### config.mk
export PLATFORM = sky130hd
export DESIGN_NAME = etsc_ctrl
export DESIGN_NICKNAME = d
export VERILOG_FILES = /design/src/edge_triggered_sample_capture_macros.svh /design/src/etsc_pkg.sv /design/src/etsc_ctrl.sv
export SDC_FILE = /design/constraint.sdc
export NUM_CORES = 1
export LEC_CHECK = 0
export BUFFER_PORTS_ARGS = -buffer_cell sky130_fd_sc_hd__buf_2
export CORE_AREA = 2 2 39 41
export DETAILED_ROUTE_END_ITERATION = 10
export DIE_AREA = 0 0 41 43
export GPL_ROUTABILITY_DRIVEN = 0
export PLACE_DENSITY_LB_ADDON = 0.2
export SLEW_MARGIN = 10
export SYNTH_ARGS = -nofsm -noshare
export SYNTH_HDL_FRONTEND = slang
export SYNTH_SLANG_ARGS = --single-unit
### constraint.sdc
create_clock -name i_clk -period 1.1 [get_ports i_clk]
set_input_delay 0.055 -clock i_clk [delete_from_list [all_inputs] [get_ports i_clk]]
set_output_delay 0.055 -clock i_clk [all_outputs]
set_load 0.02 [all_outputs]
### src/edge_triggered_sample_capture_macros.svh
// ----------------------------------------------------------------------------
// Edge-triggered sample capture: assertion macros
// Shorthand for the concurrent checks kept at the end of the top level.
// ----------------------------------------------------------------------------
`ifndef EDGE_TRIGGERED_SAMPLE_CAPTURE_MACROS_SVH
`define EDGE_TRIGGERED_SAMPLE_CAPTURE_MACROS_SVH

// Same-cycle implication, disabled while reset is low.
`define ETSC_ASSERT_IMPL(lbl, clk, rst_n, ante, cons) \
    lbl: assert property (@(posedge clk) disable iff (!rst_n) (ante) |-> (cons)) \
        else $error("etsc: same-cycle check failed");

// Next-cycle implication, disabled while reset is low.
`define ETSC_ASSERT_NEXT(lbl, clk, rst_n, ante, cons) \
    lbl: assert property (@(posedge clk) disable iff (!rst_n) (ante) |=> (cons)) \
        else $error("etsc: next-cycle check failed");

`endif

### src/etsc_pkg.sv
// ----------------------------------------------------------------------------
// Edge-triggered sample capture: shared package
// Field widths, register and command codes, controller states and the
// command and status bundles between controller and datapath.
// ----------------------------------------------------------------------------
package etsc_pkg;

    localparam int SAMPLE_W   = 16;
    localparam int RIDX_W     = 10;
    localparam int OFFSET_W   = 10;
    localparam int MODE_W     = 2;
    localparam int CFG_IDX_W  = 2;
    localparam int CFG_DATA_W = 16;

    localparam int RING_DEPTH_DEF = 1024;

    // Samples above this level are dropped.
    localparam logic [SAMPLE_W-1:0] MAX_SAMPLE = 16'd4095;

    // Configuration register indexes.
    localparam logic [CFG_IDX_W-1:0] CFG_TRIG_EN    = 2'd0;
    localparam logic [CFG_IDX_W-1:0] CFG_TRIG_MODE  = 2'd1;
    localparam logic [CFG_IDX_W-1:0] CFG_TRIG_LEVEL = 2'd2;
    localparam logic [CFG_IDX_W-1:0] CFG_PRE_OFFSET = 2'd3;

    // Trigger modes; the other codes never trigger.
    localparam logic [MODE_W-1:0] MODE_RISING  = 2'd0;
    localparam logic [MODE_W-1:0] MODE_FALLING = 2'd1;

    // Input commands.
    localparam logic CMD_SAMPLE = 1'b0;
    localparam logic CMD_READ   = 1'b1;

    typedef enum logic [2:0] {
        ST_CLEAR,
        ST_IDLE,
        ST_REDUCE,
        ST_RDATA,
        ST_SETUP,
        ST_COPY
    } t_state;

    typedef struct packed {
        logic clear_we;
        logic sample_go;
        logic fire_latch;
        logic read_latch;
        logic reduce_sub;
        logic read_load;
        logic copy_setup;
        logic copy_step;
        logic fire_finish;
    } t_cmd;

    typedef struct packed {
        logic is_read;
        logic will_fire;
        logic clr_last;
        logic ridx_big;
        logic copy_done;
    } t_status;

endpackage

### src/etsc_ctrl.sv
// ----------------------------------------------------------------------------
// Edge-triggered sample capture: controller
// Sequences the clearing pass, sample beats, read commands and the
// pre-trigger copy, and owns the handshake on both channels.
// ----------------------------------------------------------------------------
module etsc_ctrl (
    input  logic              i_clk,
    input  logic              i_rst_n,
    input  logic              i_in_valid,
    output logic              o_in_stall,
    output logic              o_out_valid,
    input  logic              i_out_stall,
    input  etsc_pkg::t_status i_sts,
    output etsc_pkg::t_cmd    o_ctl
);

    import etsc_pkg::*;

    t_state r_state;
    t_state n_state;
    logic   r_out_valid;
    logic   n_out_valid;
    logic   w_in_ready;
    logic   w_load;
    t_cmd   w_ctl;

    always_ff @(posedge i_clk) begin
        if (!i_rst_n) begin
            r_state     <= ST_CLEAR;
            r_out_valid <= 1'b0;
        end else begin
            r_state     <= n_state;
            r_out_valid <= n_out_valid;
        end
    end

    // The output register is free if it is empty or being emptied this cycle.
    assign w_in_ready = (r_state == ST_IDLE) && (!r_out_valid || !i_out_stall);

    always_comb begin
        n_state = r_state;
        w_ctl   = '0;
        unique case (r_state)
            ST_CLEAR: begin
                w_ctl.clear_we = 1'b1;
                if (i_sts.clr_last) begin
                    n_state = ST_IDLE;
                end
            end
            ST_IDLE: begin
                if (i_in_valid && w_in_ready) begin
                    if (i_sts.is_read) begin
                        w_ctl.read_latch = 1'b1;
                        n_state          = ST_REDUCE;
                    end else if (i_sts.will_fire) begin
                        w_ctl.fire_latch = 1'b1;
                        n_state          = ST_SETUP;
                    end else begin
                        w_ctl.sample_go = 1'b1;
                    end
                end
            end
            ST_REDUCE: begin
                if (i_sts.ridx_big) begin
                    w_ctl.reduce_sub = 1'b1;
                end else begin
                    n_state = ST_RDATA;
                end
            end
            ST_RDATA: begin
                w_ctl.read_load = 1'b1;
                n_state         = ST_IDLE;
            end
            ST_SETUP: begin
                w_ctl.copy_setup = 1'b1;
                n_state          = ST_COPY;
            end
            ST_COPY: begin
                if (i_sts.copy_done) begin
                    w_ctl.fire_finish = 1'b1;
                    n_state           = ST_IDLE;
                end else begin
                    w_ctl.copy_step = 1'b1;
                end
            end
            default: begin
                n_state = ST_CLEAR;
            end
        endcase
    end

    assign w_load = w_ctl.sample_go || w_ctl.read_load || w_ctl.fire_finish;

    always_comb begin
        if (w_load) begin
            n_out_valid = 1'b1;
        end else if (r_out_valid && !i_out_stall) begin
            n_out_valid = 1'b0;
        end else begin
            n_out_valid = r_out_valid;
        end
    end

    assign o_in_stall  = !w_in_ready;
    assign o_out_valid = r_out_valid;
    assign o_ctl       = w_ctl;

endmodule

Yosys cells after proc, flatten, opt, wreduce, memory -nomap -nowiden --
Cells that the tools add are included.
Storage, ports and cells: register bits after elaboration 4, latch bits 0, bits in writable memories 0, bits in read-only memories 0, input port bits 9, output and inout port bits 11, memories kept 0
Operators by class: add/subtract/negate cells 0, multiply operators 0, divide/modulo/power cells 0, $lt $le $gt $ge 0, equality and inequality tests 10, shifts and indexed selects 0, mux-type cells 23, bitwise gates (word level) 0, reductions and logical operators 12
Operators with widths (number):
- 3-bit two-way mux | 8
- 3-bit one-hot mux with 6 select lines | 1
- 1-bit two-way mux | 12
- 3-bit by 2-bit == test with 1-bit output (second input constant) | 2
- 3-bit == test (second input constant) | 2
- 2-bit != test (second input constant) | 3
- 5-bit AND reduction | 1
- 2-bit two-way mux | 2
- 3-bit by 1-bit == test with 1-bit output (second input constant) | 1
- 1-bit logical AND | 3
- 1-bit zero test | 3
- 3-bit zero test | 1
- 1-bit logical OR | 3
- 3-bit != test (second input constant) | 1
- 2-bit by 1-bit != test with 1-bit output (second input constant) | 1
- 2-bit nonzero test | 1

Depth between registers and ports, before layout --
word-level depth 9, mapped depth 4, gate-level depth less buffers 3

Worst setup path after synthesis --
OpenSTA, ideal clock, no wires.
path type reg-to-output, from register r_state[1], to output o_ctl[6] (netlist bit), arrival time 1.215 ns, data required time 1.045 ns, setup slack -0.170 ns, cell stages (with the launch flop) 5, buffers on the path 1, cell sequence dfxtp_1 buf_6 nor3b_2 nand2_1 nor3_1
RTL lines:
- from (decl) | line etsc_ctrl.sv:19 | t_state r_state;
- from (signal assigned) | line etsc_ctrl.sv:32 | r_state <= n_state;
- to (decl) | line etsc_ctrl.sv:14 | output etsc_pkg::t_cmd o_ctl

==> metrics.md <==
| Metric | Value |
|---|---|
| Outcome | finished with violations |
| Failing checks | setup timing |
| CP arrival | between 1 and 1.5 ns |
| Overall power | around 730 uW |
| GRT Overall Usage | 0.151 |
| Largest net degree at the start of global routing | 6 |
| Slew Limit Headroom | 0.785 |
| Max Fclk | between 700 and 800 MHz |
| CTS clk-pin slew, worst paths | about 0.040 ns |
| Final wirelength | 1200 um |
| Hold WS | 0.131 ns |
| Synth area leader | dfxtp_1 |
| # IOs | 20 |
| Post-Layout Cell Count | just under 100 |
| Synth Cell Area | 354 um^2 |
| DP Area | 534 um^2 |
| Fin crit share | 1.17 |
| Post-synthesis cell type count | 27 |
| Worst-path fanout max | 4 |
| PwrDens | 964 mW/mm^2 |
| Final Hold Vio Count | 0 |
| CTS tree | built |
| MaxCap Viol Count | 0 |
| Cell count after synthesis | 48 |
| Setup ws final | -0.191 ns |
| Post-synth ARST share | 0 |
| Comb pwr share | 0.487 |
| DRT Pass-1 Iters | 4 |
| # nets final | 94 |
| Main synth FF type | dfxtp_1 |
| I/O Buffers | 19 |
| Pre-CTS setup slack | -0.0793 ns |
| Share of layout cells above drive strength 1 | 0.675 |
| Clk buf depth | 2 |
| Final Critical Period | 1.29 ns |
| Hold Buf Count CTS | 0 |
| Core box area | approximately 0.0014 mm^2 |
| Root Buffer | clkbuf_4 |
| Design area | roughly 750 um^2 |
| Min-delay worst type | input pin to register |
| Routed vias | approximately 480 |
| Initial antenna violation count | 0 |
| Setup crit start kind | register |
| Crit end category | output port |
| Synth top area share | 0.226 |
| Sink Count | 4 |
| Max-slew violation count | 0 |
| Pint | 470 uW |
| CTS Buf Count | 3 |
| Cells after DPL | slightly above 90 |
| Site Rows | 14 |
| Die X | 41 um |
| P_sw | 256 uW |
| Switching share of total power | 0.353 |
| First-pass GRT wire length | between 1500 and 2000 um |
| Starting Density | 0.256 |
| WL per Instance | 12.1 um |
| Sequential fraction of the synthesis area | 0.226 |
| Layout filler cell count | around 140 |
| Initial DRC Count | 2 |
| Syn nets | 57 |
| Most frequent cells in the layout | buf_4 (13), buf_6 (13), buf_2 (9) |
| DP HPWL | between 700 and 800 um |
| Post-Syn Area per Cell | roughly 7.4 um^2 |
| Clk pwr share | 0.273 |
| Main area contributors after synthesis | dfxtp_1 (23%), buf_6 (6.4%), nand2_1 (6.4%), nor3_1 (5.7%), inv_1 (5.3%) |
| Clk_lat worst skew | approximately 0.25 ns |
| Sequential share of power | 0.239 |
| Crit path kind | register to output port |
| Via density per instance | 4.83 |
| GR Overflow Total | 0 |
| Yosys warning total | 0 |
| Vias in the first global route | between 400 and 500 |
| H-tree depth | 1 |
| Number of enable flip-flop cells after synthesis | 0 |
| Leakage power | roughly 0.00035 uW |
| Final setup vio count | 14 |
| Die Area | 0.00176 mm^2 |
| RSZ-0062 raised after global routing | yes |
| Worst vdd ir | approximately 0.0006 V |
| Measured slew at the worst slew-check pin | roughly 0.32 ns |
| DRC | 0 |
| FF+latch count, synth | 4 |
| Die height | around 43 um |
| Inserted Diodes | 0 |
| Final Skew | around 0.003 ns |
| Req. time, crit path | ~1.0 ns |
| Area Overhead vs Synth | 113% |
| Post-route ant nets | 0 |
==> worst max-delay path, cell delays in order, from the launching register on <==
cell and delay, ns:
dfxtp_4 0.36, nor3b_4 0.26, nand4_1 0.16, inv_1 0.09, buf_6 0.11
==> power groups by stage <==
stage / sequential (uW) / clock, uW / combinational (uW)
after floorplan: 170 / 0 / 145
after global placement: 175 / 0 / 232
after detailed placement: 174 / 0 / 230
after CTS: 173 / 203 / 314
after global routing: 176 / 212 / 382
final: 174 / 198 / 354
==> Yosys cell counts, types with 2 or more instances <==
cell type	n
a21boi_1	2
buf_6	2
dfxtp_1	4
inv_1	5
nand2_1	6
nor2_1	3
nor3_1	4
nor3b_1	2
or2_1	2
==> path summary, 6_finish.rpt <==
path,startpoint,to,slack [ns],cells after the start
min reg2reg,o_out_valid$_SDFFE_PN0P_,o_out_valid$_SDFFE_PN0P_,0.55,2
max,r_state[1]$_SDFFE_PN0P_,o_ctl[7],-0.19,4
max reg2reg,r_state[1]$_SDFFE_PN0P_,r_state[1]$_SDFFE_PN0P_,-0.13,4
min,i_rst_n,o_out_valid$_SDFFE_PN0P_,0.13,3
==> per-stage QoR <==
stage           util  TNS [ns]
2_1_floorplan      -   -0.0240
3_3_place_gp   0.386    -0.216
3_5_place_dp   0.386    -0.280
4_1_cts        0.505     -1.42
5_1_grt        0.544     -2.55
6_report       0.544     -1.65
==> logic make-up after synthesis <==
family / share of synthesized area
buffers and inverters: 0.131
AND/OR/NAND/NOR: 0.438
flip-flops: 0.226
AO/OA/AOI/OAI: 0.205
==> registers in the layout (all words and copies together) (netlist names) <==
register / count
r_state: 3
o_out_valid: 1
==> per-layer routing <==
metal  track usage  wire, um
met5             0         0
met4        0.0600        10
met3        0.0628        85
met2         0.244       653
met1         0.166       447
==> layout make-up <==
cell class / instances / area (um^2) / share of cell area
multi-input combinational: 36 / 309 / 0.410
inverter: 5 / 21.3 / 0.0282
sequential: 4 / 91.3 / 0.121
tap: 16 / 20.0 / 0.0266
clock buffer: 3 / 22.5 / 0.0299
timing repair buffer: 35 / 289 / 0.384
==> timing repair <==
action / CTS / global route
gates resized for setup: 34 / 14
setup buffers: 5 / 1
endpoints found under the setup margin: 14 / 14
gates cloned: 0 / 0
pin swaps: 9 / 4
No activity file was read; power rests on OpenSTA's default activity.
